[src/rtl/tbrea_pkg.sv]
// ----------------------------------------------------------------------------
// tbrea_pkg
// Shared constants, register indexes and controller/datapath interface types
// for the three-band rms energy analyzer.
// ----------------------------------------------------------------------------
package tbrea_pkg;

  localparam int DEF_MAX_BLOCK   = 4096;
  localparam int DEF_SAMPLE_BITS = 24;

  localparam int CFG_W      = 32;
  localparam int CFG_IDX_W  = 3;
  localparam int COEF_W     = 32;
  localparam int SMOOTH_W   = 17;
  localparam int SMOOTH_RST = 6554;

  localparam int MA_W     = 34;
  localparam int ACC_W    = 64;
  localparam int SUM_W    = 58;
  localparam int EMA_W    = 40;
  localparam int OUT_W    = 23;
  localparam int ROOT_W   = SUM_W / 2;
  localparam int SREM_W   = ROOT_W + 3;
  localparam int DIFF_W   = EMA_W + 1;
  localparam int EP_W     = SMOOTH_W + 1 + DIFF_W;
  localparam int STEP_W   = $clog2(SUM_W);

  typedef enum logic [CFG_IDX_W-1:0] {
    REG_LOW_A1  = 3'd0,
    REG_LOW_A2  = 3'd1,
    REG_HIGH_A1 = 3'd2,
    REG_HIGH_A2 = 3'd3,
    REG_SMOOTH  = 3'd4
  } cfg_reg_e;

  // filter slots, processed in this order
  localparam logic [1:0] FILT_LP_LOW  = 2'd0;
  localparam logic [1:0] FILT_HP_LOW  = 2'd1;
  localparam logic [1:0] FILT_LP_HIGH = 2'd2;
  localparam logic [1:0] FILT_HP_HIGH = 2'd3;

  localparam logic [1:0] BAND_LOW  = 2'd0;
  localparam logic [1:0] BAND_MID  = 2'd1;
  localparam logic [1:0] BAND_HIGH = 2'd2;

  // biquad micro steps: products on 0..4, accumulate on 1..5, round on 6
  localparam logic [2:0] TERM_X0   = 3'd0;
  localparam logic [2:0] TERM_X1   = 3'd1;
  localparam logic [2:0] TERM_X2   = 3'd2;
  localparam logic [2:0] TERM_Y1   = 3'd3;
  localparam logic [2:0] TERM_Y2   = 3'd4;
  localparam logic [2:0] TERM_LAST = 3'd5;
  localparam logic [2:0] TERM_FIN  = 3'd6;

  typedef struct packed {
    logic       load;
    logic       mac;
    logic       sq_mul;
    logic       sq_add;
    logic       div_init;
    logic       div_step;
    logic       sqrt_init;
    logic       sqrt_step;
    logic       ema_diff;
    logic       ema_mul;
    logic       ema_upd;
    logic       out_load;
    logic [1:0] filt;
    logic [2:0] term;
    logic [1:0] band;
  } dp_cmd_t;

  typedef struct packed {
    logic block_end;
    logic out_free;
  } dp_sts_t;

endpackage

[src/rtl/tbrea_ctrl.sv]
// ----------------------------------------------------------------------------
// tbrea_ctrl
// Sequencer: per sample four biquads and three square sums, and at block end
// a divide, root and smoothing pass per band before the result transfer.
// ----------------------------------------------------------------------------
module tbrea_ctrl import tbrea_pkg::*; (
  input  logic    clk_i,
  input  logic    rst_ni,
  input  logic    in_valid_i,
  output logic    in_ready_o,
  input  dp_sts_t sts_i,
  output dp_cmd_t cmd_o
);

  typedef enum logic [3:0] {
    S_IDLE,
    S_FILT,
    S_SQ,
    S_DINIT,
    S_DIV,
    S_SINIT,
    S_SQRT,
    S_EDIFF,
    S_EMUL,
    S_EUPD,
    S_OUT
  } state_e;

  state_e           state_q;
  logic [1:0]       filt_q;
  logic [2:0]       term_q;
  logic [1:0]       band_q;
  logic [STEP_W-1:0] step_q;

  always_ff @(posedge clk_i or negedge rst_ni) begin
    if (!rst_ni) begin
      state_q <= S_IDLE;
      filt_q  <= '0;
      term_q  <= '0;
      band_q  <= '0;
      step_q  <= '0;
    end else begin
      unique case (state_q)
        S_IDLE: begin
          if (in_valid_i) begin
            state_q <= S_FILT;
            filt_q  <= FILT_LP_LOW;
            term_q  <= TERM_X0;
          end
        end
        S_FILT: begin
          if (term_q == TERM_FIN) begin
            term_q <= TERM_X0;
            if (filt_q == FILT_HP_HIGH) begin
              state_q <= S_SQ;
              band_q  <= BAND_LOW;
            end else begin
              filt_q <= filt_q + 2'd1;
            end
          end else begin
            term_q <= term_q + 3'd1;
          end
        end
        S_SQ: begin
          term_q <= {2'b00, !term_q[0]};
          if (term_q[0]) begin
            if (band_q == BAND_HIGH) begin
              band_q  <= BAND_LOW;
              state_q <= sts_i.block_end ? S_DINIT : S_IDLE;
            end else begin
              band_q <= band_q + 2'd1;
            end
          end
        end
        S_DINIT: begin
          state_q <= S_DIV;
          step_q  <= '0;
        end
        S_DIV: begin
          if (step_q == STEP_W'(SUM_W - 1)) begin
            state_q <= S_SINIT;
          end
          step_q <= step_q + STEP_W'(1);
        end
        S_SINIT: begin
          state_q <= S_SQRT;
          step_q  <= '0;
        end
        S_SQRT: begin
          if (step_q == STEP_W'(ROOT_W - 1)) begin
            state_q <= S_EDIFF;
          end
          step_q <= step_q + STEP_W'(1);
        end
        S_EDIFF: state_q <= S_EMUL;
        S_EMUL:  state_q <= S_EUPD;
        S_EUPD: begin
          if (band_q == BAND_HIGH) begin
            state_q <= S_OUT;
          end else begin
            band_q  <= band_q + 2'd1;
            state_q <= S_DINIT;
          end
        end
        S_OUT: begin
          if (sts_i.out_free) begin
            state_q <= S_IDLE;
          end
        end
        default: state_q <= S_IDLE;
      endcase
    end
  end

  assign in_ready_o = (state_q == S_IDLE);

  always_comb begin
    cmd_o           = '0;
    cmd_o.filt      = filt_q;
    cmd_o.term      = term_q;
    cmd_o.band      = band_q;
    cmd_o.load      = (state_q == S_IDLE) && in_valid_i;
    cmd_o.mac       = (state_q == S_FILT);
    cmd_o.sq_mul    = (state_q == S_SQ) && !term_q[0];
    cmd_o.sq_add    = (state_q == S_SQ) && term_q[0];
    cmd_o.div_init  = (state_q == S_DINIT);
    cmd_o.div_step  = (state_q == S_DIV);
    cmd_o.sqrt_init = (state_q == S_SINIT);
    cmd_o.sqrt_step = (state_q == S_SQRT);
    cmd_o.ema_diff  = (state_q == S_EDIFF);
    cmd_o.ema_mul   = (state_q == S_EMUL);
    cmd_o.ema_upd   = (state_q == S_EUPD);
    cmd_o.out_load  = (state_q == S_OUT) && sts_i.out_free;
  end

endmodule

[config.mk]
export PLATFORM = sky130hd
export DESIGN_NAME = tbrea_ctrl
export DESIGN_NICKNAME = d
export VERILOG_FILES = /design/src/rtl/tbrea_pkg.sv /design/src/rtl/tbrea_ctrl.sv
export SDC_FILE = /design/constraint.sdc
export NUM_CORES = 1
export LEC_CHECK = 0
export BUFFER_PORTS_ARGS = -buffer_cell sky130_fd_sc_hd__buf_2
export CORE_MARGIN = 2
export CORE_UTILIZATION = 50
export CTS_BUF_LIST = sky130_fd_sc_hd__clkbuf_4 sky130_fd_sc_hd__clkbuf_8
export CTS_CLUSTER_DIAMETER = 150
export DETAILED_ROUTE_END_ITERATION = 8
export PLACE_DENSITY_LB_ADDON = 0.15
export SYNTH_ARGS = -nofsm -noshare
export SYNTH_HDL_FRONTEND = slang
export SYNTH_SLANG_ARGS = --single-unit
[constraint.sdc]
create_clock -name clk_i -period 1.8 [get_ports clk_i]
set_input_delay 0.54 -clock clk_i [delete_from_list [all_inputs] [get_ports clk_i]]
set_output_delay 0.54 -clock clk_i [all_outputs]
set_load 0.01 [all_outputs]
== Yosys cells after proc, flatten, opt, wreduce, memory -nomap -nowiden ==
Index checks and enable logic that the tools add are counted.
Storage, ports and cells
  flip-flop bits (word level): 17
  input bits: 5
  output and inout port bits: 20
Cells by class
  add/subtract/negate cells: 4
  equal/unequal tests: 25
  multiplexer cells: 25
  reductions and logical operators: 16
Operators with widths (number)
  $pmux 4 s11: 1
  $mux 4: 9
  $mux 2: 9
  $eq 4x3->1 const B: 4
  $eq 4x4->1 const B: 3
  $ne 2x2->1 const B: 6
  $pmux 6 s2: 1
  $pmux 3 s3: 1
  $eq 4x2->1 const B: 2
  $ne 2x1->1 const B: 4
  $reduce_and 8->1: 1
  $add 6x1->6 const B: 1
  $eq 6x5->1 const B: 1
  $eq 6x6->1 const B: 1
  $mux 3: 2
  $pmux 2 s3: 1
  $reduce_bool 3->1: 2
  $reduce_and 5->1: 1
  $add 2x1->2 const B: 2
  $eq 2x2->1 const B: 2
  $eq 4x1->1 const B: 1
  $logic_and 1x1->1: 4
  $logic_not 4->1: 1
  $pmux 2 s2: 1
  7 further kinds: 9

== Depth between registers and ports, before layout ==
Gate-level depths: netlist (run 1).
  depth after elaboration: 4
  mapped depth: 6
  mapped depth without buffers: 6

== Worst setup path before layout (run 1) ==
OpenSTA, ideal clock, no wires.
  kind: flip-flop to output port
  from: register state_q[1]
  to: output port cmd_o[18] (netlist bit)
  arrival: 1.297 ns
  slack: -0.037 ns
  stages on the path, launching flop included: 4
  path buffers: 1
  cell sequence: dfrtp_1 > buf_6 > nor4_1 > and2_1
RTL lines
  from (decl): line tbrea_ctrl.sv:29  | state_e state_q;
  from (signal assigned): line tbrea_ctrl.sv:69  | state_q <= sts_i.block_end ? S_DINIT : S_IDLE;
  to (decl): line tbrea_ctrl.sv:12  | output dp_cmd_t cmd_o

==> qor.yml, run 1 <==
status: "complete, but fails checks"
violations: "negative setup slack"
root_buffer: "clkbuf_4"
syn2layout_area_growth_pct: 35.89
synth_ff_type: "dfrtp_1"
wl_um: 3610
io_pins: 25
h-tree-depth: 1
cts.sinks: 17
critPathMaxFanout: 5
r2r-start: "state_q[0]"
grtUsageTotal_pct: 24.08
p_leak_nw: 0.8483
ant_nets: 0
drive_above_1_share_pct: 42.11
num_vias: 1285
final_cell_mix: "buf_4 (22), buf_2 (21), nor2_1 (13), dfrtp_1 (13), inv_1 (12)"
coreArea_um2: 2477
portBuffers: 24
cp-start-kind: "register"
place_congestion: 0.8438
synthDistinctLibCells: 45
p_int_mw: 1.684
ys_seq_elements: 17
seq_power_share_pct: 23.6
swShare_pct: 46.57
drv_slew: 0
relSlewSlack_pct: 73.26
ys_seq_area_share_pct: 32.63
drtIter0Drc: 45
wl_per_cell_um: 16.41
synthArstFlopShare_pct: 100.0
dpl.hpwl_um: 2309
setup_viol: 13
hold_ws_ps: 139.8
grt_start_max_net_pins: 18
hold_class: "input pin to async pin"
avgSynthCellArea_um2: 8.930
critical_path.endpoint: "cmd_o[17]"
critPathMaxStageDelay_ps: 580
start_util_pct: 52.63
fmax_mhz: 487.4
required_ps: 1260
drc: 0
diodes: 0
dieArea_um2: 3032
clock_skew_ps: 12.49
netlist_area_um2: 1304
syn_inst: 146
cts_buffers: 3
rrSetupSlack_ps: 40
grt_pass1_wl_um: 5195
power_density_nw_per_um2: 1779
finalCriticalPeriod_ps: 2052
worstMarginPinSlew_ps: 401.0
peakVddDrop_mv: 1.285
yosysTopAreaCell: "dfrtp_1"
synth_top_cell_area_share_pct: 32.63
dr.pass1.iters: 5
vias_per_cell: 5.841
cts_tree: "done"
power_frac_comb_pct: 68.9
cp-startpoint: "state_q[1]"
p_clk_share_pct: 7.5
critPathKind: "register to output pin"
finalCritPeriodShare_pct: 114.0
path_cells: "or4b_4, clkinv_4, buf_6"
clkSlewWorstSetupHoldPaths_ps: 110
p_total_mw: 3.152
cts_hold_buf: 0
synth_edf_count: 0
switchingPower_mw: 1.468
die_h_um: 55.07
antenna_found_initial: 0
crit_arrival_ps: 1510
clockBufferDepth: 2
endpoint_kind: "output pin"
insertion_delay_ps: 300
gr-total-overflow: 0
r2r_end: "step_q[4]"
final_hold_viol_count: 0
die_w_um: 55.07
grt_pass1_vias: 1102
rsz0062_at_grt: "true"
yosys-top-cells-area: "dfrtp_1 (33%), ha_1 (6.7%), nor2_1 (4.6%), mux2i_1 (3.8%), inv_1 (3.5%)"
slowest_stage: "or4b_4"
ff2ff_path_depth: 6
final_nets: 203
synth_nets: 158
layout_setup_ws_ps: -251.5
cap_violations: 0
yosys_warnings: 0
fp-row-count: 18
final_common_cell: "buf_4"
==> sequential cells by signal, indices dropped and copies added (netlist names) <==
name     cells
band_q       2
state_q      4
term_q       3
step_q       6
filt_q       2
==> Yosys cell counts, types with 2 or more instances <==
library cell / instances
o21ai_0: 5
xnor2_1: 4
inv_1: 12
nand4b_1: 2
nand2_1: 7
mux2i_1: 5
a22oi_1: 3
clkbuf_1: 3
nand2b_1: 4
buf_4: 2
a211oi_1: 2
o31ai_1: 2
o22ai_1: 2
o2bb2ai_1: 2
buf_2: 2
nand4_1: 2
and2_1: 3
a21oi_1: 7
mux2_2: 2
dfrtp_1: 17
nor3_1: 5
ha_1: 7
nand3_1: 5
and3_1: 4
nor2_1: 16
a2bb2oi_1: 2
==> critical path, delay by kind of cell (launching register included) <==
kind          cells  cell delay, ps
flops             1             470
simple gates      1             580
buf+inv           2             160
==> how the worst min path moves through the flow <==
stage                            end  cells after the start
after global routing       band_q[0]                      1
after detailed placement  state_q[3]                      1
after floorplan            band_q[0]                      0
after CTS                  step_q[5]                      1
after global placement    state_q[3]                      1
final                     state_q[1]                      1
==> per-layer routing <==
| metal | vias up | part of all wire (%) | global-route usage (%) |
|---|---|---|---|
| li1 | 607 | - | - |
| met1 | 619 | 43 | 33.22 |
| met2 | 47 | 50 | 39.09 |
| met3 | 12 | 5.0 | 3.495 |
| met4 | 0 | 2.5 | 6.911 |
| met5 | - | 0 | 0 |
==> final cells by class <==
type | instances | area, um^2
clock buffers | 4 | 30.03
fillers | 185 | 705.7
inverters | 13 | 53.80
multi-input cells | 107 | 878.3
flip-flops and latches | 17 | 430.4
well taps | 30 | 37.54
repair buffers | 49 | 341.6
==> metrics by stage <==
step,TNS [ps],util [%],cells,worst slack [ps],instance area [um^2]
3_3_place_gp,0,61.11,204,67.34,1514
4_1_cts,-1337,67.37,216,-240.0,1669
2_1_floorplan,0,-,146,108.0,1310
6_report,-1768,71.52,220,-251.5,1772
5_1_grt,-2668,71.52,220,-291.3,1772
3_5_place_dp,0,61.11,204,52.75,1514
==> what timing repair did <==
| item | in CTS | in global routing |
|---|---|---|
| gates resized for setup | 14 | 15 |
| endpoints found under the setup margin | 13 | 14 |
| pin swaps | 2 | 7 |
| setup buffers | 8 | 4 |
==> power groups by stage <==
stage | Sequential (mW) | Clock [mW] | Combinational (mW)
after floorplan | 0.673 | 0 | 1.24
after global placement | 0.723 | 0 | 1.65
after detailed placement | 0.730 | 0 | 1.68
after CTS | 0.727 | 0.231 | 1.92
after global routing | 0.770 | 0.258 | 2.34
final | 0.745 | 0.236 | 2.17
==> logic make-up after synthesis <==
group	Yosys count	share of synthesized area, %
mux	7	5.566
simple gates	56	25.24
compound gates	32	18.43
flops	17	32.63
xor+xnor	5	3.359
fa+ha+maj	7	6.718
buf+inv	22	8.061
Note: power is estimated with default switching activity, not from simulation.
==> inputs of run 2 (changes only) <==
==> constraint.sdc (replaced) <==
create_clock -name clk_i -period 1.8 [get_ports clk_i]
set_input_delay 0.18 -clock clk_i [delete_from_list [all_inputs] [get_ports clk_i]]
set_output_delay 0.18 -clock clk_i [all_outputs]
set_load 0.01 [all_outputs]
==> run 2 against run 1 <==
The run now ends clean. Critical path depth unchanged. Non-clock buffer count is 13 lower. Combinational power down 21%. Total power shrank 16%. Sequential share of layout area is 3.3 points higher. Wire length down 16%. Final cell count down 5.9%. Hold slack better by 160 ps. Flip-flop and latch count is the same.
==> qor.yml, run 2 (synthesis results as in run 1) <==
place_congestion: 0.8453
final_cell_mix: "buf_2 (24), nor2_1 (15), dfrtp_1 (15)"
dieArea_um2: 3032
final_common_cell: "buf_2"
diodes: 0
clock_skew_ps: 5.878
critPathMaxStageDelay_ps: 580
final_hold_viol_count: 0
crit_arrival_ps: 1560
peakVddDrop_mv: 0.9432
relSlewSlack_pct: 74.11
ant_nets: 0
coreArea_um2: 2477
worstMarginPinSlew_ps: 388.4
vias_per_cell: 5.483
critPathMaxFanout: 6
io_pins: 25
rrSetupSlack_ps: 170
hold_ws_ps: 295.1
fmax_mhz: 573.7
insertion_delay_ps: 290
h-tree-depth: 1
seqCellArea_um2: 427.9
p_leak_nw: 0.7362
drtIter0Drc: 32
nFillCells: 212
antenna_found_initial: 0
grt_pass1_wl_um: 4678
cts.sinks: 17
multi_input_area_um2: 790.8
wl_um: 3024
regMostFlops: "step_q"
status: "complete, no violations"
finalCriticalPeriod_ps: 1743
wl_per_cell_um: 14.61
num_vias: 1135
clkSlewWorstSetupHoldPaths_ps: 110
fp-row-count: 18
clockBufferDepth: 2
endpoint_kind: "output pin"
reg.largest.list: "step_q (6), state_q (4), term_q (3)"
start_util_pct: 52.63
die_h_um: 55.07
final.setup.tns_ps: 0
power_density_nw_per_um2: 1699
drive_above_1_share_pct: 29.94
final_nets: 190
die_w_um: 55.07
portBuffers: 24
drc: 0
grt_pass1_vias: 1004
cts_buffers: 3
cts_tree: "done"
largest_reg_flops: 6
setup_viol: 0
root_buffer: "clkbuf_4"
path_cells: "or4b_4, clkinv_4, buf_2"
grtUsageTotal_pct: 21.63
placed_cells: 200
cp-start-kind: "register"
critPathKind: "register to output pin"
slowest_stage: "or4b_4"
hold_class: "input pin to register"
rsz0062_at_grt: "false"
cap_violations: 0
dr.pass1.iters: 4
finalNonFillerCells: 207
finalCritPeriodShare_pct: 96.83
dpl.hpwl_um: 2228
drv_slew: 0
required_ps: 1620
grt_start_max_net_pins: 19
syn2layout_area_growth_pct: 18.91
gr-total-overflow: 0
## run 2: cell count changes in the layout (fill, tap and decap cells not counted), moves of 2 or more
| cell | change |
|---|---|
| buf_2 | +3 |
| nor2_1 | +2 |
| dfrtp_2 | -2 |
| dfrtp_1 | +2 |
| buf_6 | -5 |
| buf_4 | -11 |
| nand2b_4 | -3 |
| nor3_2 | -3 |
| nor3_1 | +3 |
| nand2b_1 | +4 |
## run 2: critical path, delay by kind of cell, from the launching register on
family	cells	cell delay [ps]
flops	1	460
buf+inv	2	230
simple gates	1	580
## run 2: layout make-up
class / instances / area share, %
clock buffer: 3 / 1.453
clock inverter: 1 / 0.3228
inverter: 13 / 3.471
multi-input combinational: 107 / 51.01
sequential: 17 / 27.60
tap: 30 / 2.421
timing repair buffer: 36 / 13.72
## run 2: layer usage
layer / share of wire, % / wire [um] / global-route usage, %
met5: 0 / 0 / 0
met4: 0.50 / 15 / 6.098
met3: 4.7 / 141 / 2.419
met2: 45 / 1367 / 33.33
met1: 50 / 1499 / 31.78
## run 2: power breakdown
| group | internal [mW] | switching [mW] | leakage [nW] | total (mW) |
|---|---|---|---|---|
| Combinational | 0.775 | 0.944 | 0.496 | 1.72 |
| Sequential | 0.523 | 0.183 | 0.223 | 0.706 |
| Clock | 0.0825 | 0.126 | 0.0177 | 0.208 |
## run 2: timing repair
action	CTS	global route
hold buffers	1	0
resized for setup	1	4
pin swaps	1	2
hold endpoints to repair	17	0
buffers inserted	2	0
setup endpoints to repair	4	5
## run 2: path summary, 6_finish.rpt
| kind | startpoint | end | depth (start not counted) |
|---|---|---|---|
| worst max-delay path | state_q[2] | cmd_o[17] | 3 |
| min in group asynchronous | rst_ni | filt_q[0] | 2 |
| worst min-delay path | sts_i[0] | state_q[3] | 4 |
| max in group asynchronous | rst_ni | state_q[0] | 2 |
| worst min register to register | filt_q[1] | filt_q[1] | 2 |
| worst max register to register | state_q[2] | step_q[4] | 5 |
## run 2: stage by stage
| step | worst slack (ps) | cell area (um^2) | total power [mW] | util (%) |
|---|---|---|---|---|
| after floorplan | 182.3 | 1304 | 1.899 | - |
| after global placement | 211.3 | 1478 | 2.313 | 59.65 |
| after detailed placement | 136.3 | 1478 | 2.344 | 59.65 |
| after CTS | 7.865 | 1536 | 2.606 | 62.02 |
| after global routing | 0.2488 | 1550 | 2.867 | 62.58 |
| final | 57.06 | 1550 | 2.634 | 62.58 |
==> inputs of run 3 (changes only) <==
--- a/config.mk
+++ b/config.mk
@@ -7,7 +7,7 @@
 export LEC_CHECK = 0
 export BUFFER_PORTS_ARGS = -buffer_cell sky130_fd_sc_hd__buf_2
 export CORE_MARGIN = 2
-export CORE_UTILIZATION = 50
+export CORE_UTILIZATION = 57
 export CTS_BUF_LIST = sky130_fd_sc_hd__clkbuf_4 sky130_fd_sc_hd__clkbuf_8
 export CTS_CLUSTER_DIAMETER = 150
 export DETAILED_ROUTE_END_ITERATION = 8
==> run 3 against run 2 <==
Critical path depth rose by 1. Clock-buffer cell count up 1. Total power rose by 5.5%. First-iteration DRC count is 59% higher. Sequential share of layout area is 0.47 points lower. Maximum frequency shrank 1.1%. Setup slack lost 20 ps. Register-to-register slack got worse by 20 ps. Die area decreased by 11%. Critical endpoint unchanged.
==> qor.yml, run 3 (synthesis results as in run 1) <==
fp-row-count: 17
grt_pass1_wl_um: 5230
die_h_um: 51.83
worstMarginPinSlew_ps: 394.5
dr.pass1.iters: 5
wl_per_cell_um: 15.76
min_from: "sts_i[0]"
r2r-start: "state_q[0]"
finalCriticalPeriod_ps: 1763
hold_class: "input pin to register"
place_congestion: 0.8666
switchingPower_mw: 1.304
grtUsageTotal_pct: 26.22
holdPathEnd: "state_q[3]"
fmax_mhz: 567.2
p_clk_share_pct: 8.1
gr-total-overflow: 0
drtIter0Drc: 51
required_ps: 1620
dieArea_um2: 2686
io_pins: 25
path_cells: "buf_12, or4b_4, clkinv_4, buf_2"
rrSetupSlack_ps: 150
largest_reg_flops: 6
coreArea_um2: 2191
die_w_um: 51.83
cp_num_cells: 4
pre_cts_ws_ps: 118.1
status: "complete, no violations"
cap_violations: 0
final_common_cell: "buf_2"
drc: 0
drv_slew: 0
diodes: 0
cp-start-kind: "register"
p_int_mw: 1.474
portBuffers: 24
grt_start_max_net_pins: 25
cts_tree: "done"
power_frac_comb_pct: 65.9
insertion_delay_ps: 290
hold_ws_ps: 284.9
final_util_pct: 72.19
peakVddDrop_mv: 0.9802
power_density_nw_per_um2: 1757
slowest_stage: "or4b_4"
reg.largest.list: "step_q (6), state_q (4), term_q (3)"
p_leak_nw: 0.7451
endpoint_kind: "output pin"
path_buf_inv: 3
critPathKind: "register to output pin"
seq_power_share_pct: 26.0
cts.sinks: 17
wl_um: 3230
clkSlewWorstSetupHoldPaths_ps: 110
clock_skew_ps: 7.925
p_total_mw: 2.779
clockBufferDepth: 2
swShare_pct: 46.94
relSlewSlack_pct: 73.70
vias_per_cell: 5.946
crit_arrival_ps: 1580
grt_pass1_vias: 1122
critPathMaxStageDelay_ps: 510
regMostFlops: "step_q"
drive_above_1_share_pct: 30.51
layout_setup_ws_ps: 37.09
cts_buffers: 3
final_hold_viol_count: 0
h-tree-depth: 1
final_cell_mix: "buf_2 (24), nor2_1 (15), dfrtp_1 (14)"
root_buffer: "clkbuf_4"
start_util_pct: 59.51
cp-startpoint: "state_q[0]"
final_nets: 190
critPathTopFamily: "simple AND/OR/NAND/NOR gates"
ant_nets: 0
dpl.hpwl_um: 2252
critPathMaxFanout: 12
final.setup.tns_ps: 0
finalCritPeriodShare_pct: 97.94
r2r_end: "step_q[4]"
antenna_found_initial: 0
whs_path_depth: 4
setup_viol: 0
syn2layout_area_growth_pct: 21.31
num_vias: 1219
ff2ff_path_depth: 6
## run 3: metal layers
metal,part of all wire (%),GRT usage [%],vias up
met3,6.1,3.161,0
met4,0,7.018,0
li1,-,-,580
met1,44,37.32,593
met5,0,0,-
met2,50,41.98,46
## run 3: timing repair
item	4_1_cts	5_1_grt
gates cloned	0	1
setup buffers	2	1
setup endpoints to repair	4	4
pin swaps	1	0
hold buffers	1	0
hold endpoints to repair	17	0
gates resized for setup	2	4
## run 3: power by group through the flow
stage	Clock, mW	Combinational, mW	Sequential (mW)
final	0.226	1.83	0.722
after floorplan	0	1.23	0.671
after detailed placement	0	1.65	0.710
after global routing	0.247	2.01	0.745
after global placement	0	1.61	0.698
after CTS	0.230	1.70	0.707
## run 3: worst max path at each step
stage / to / slack [ps]
global placement: band_q[1] / 190
CTS: cmd_o[17] / 20
detailed placement: band_q[1] / 120
global route: cmd_o[17] / -6
floorplan: state_q[1] / 180
finish: cmd_o[17] / 40
## run 3: final cells by class
cell class | instances | area (um^2)
Multi-Input combinational cell | 107 | 790.8
Fill cell | 162 | 609.3
Sequential cell | 17 | 429.2
Timing Repair Buffer | 36 | 242.7
Inverter | 13 | 53.80
Tap cell | 28 | 35.03
Clock buffer | 4 | 30.03
## run 3: stage by stage
step | std cells | instance area [um^2]
CTS | 203 | 1535
floorplan | 146 | 1304
finish | 205 | 1582
global placement | 196 | 1473
global route | 205 | 1582
detailed placement | 196 | 1473
## run 3: worst register-to-register path, delay by kind of cell (launching register included)
kind | cells | cell delay, ps
buffers and inverters | 2 | 300
DFF | 1 | 440
and+or+nand+nor | 1 | 60
AOI/OAI and AO/OA | 2 | 580
xor gates and xnor gates | 1 | 160
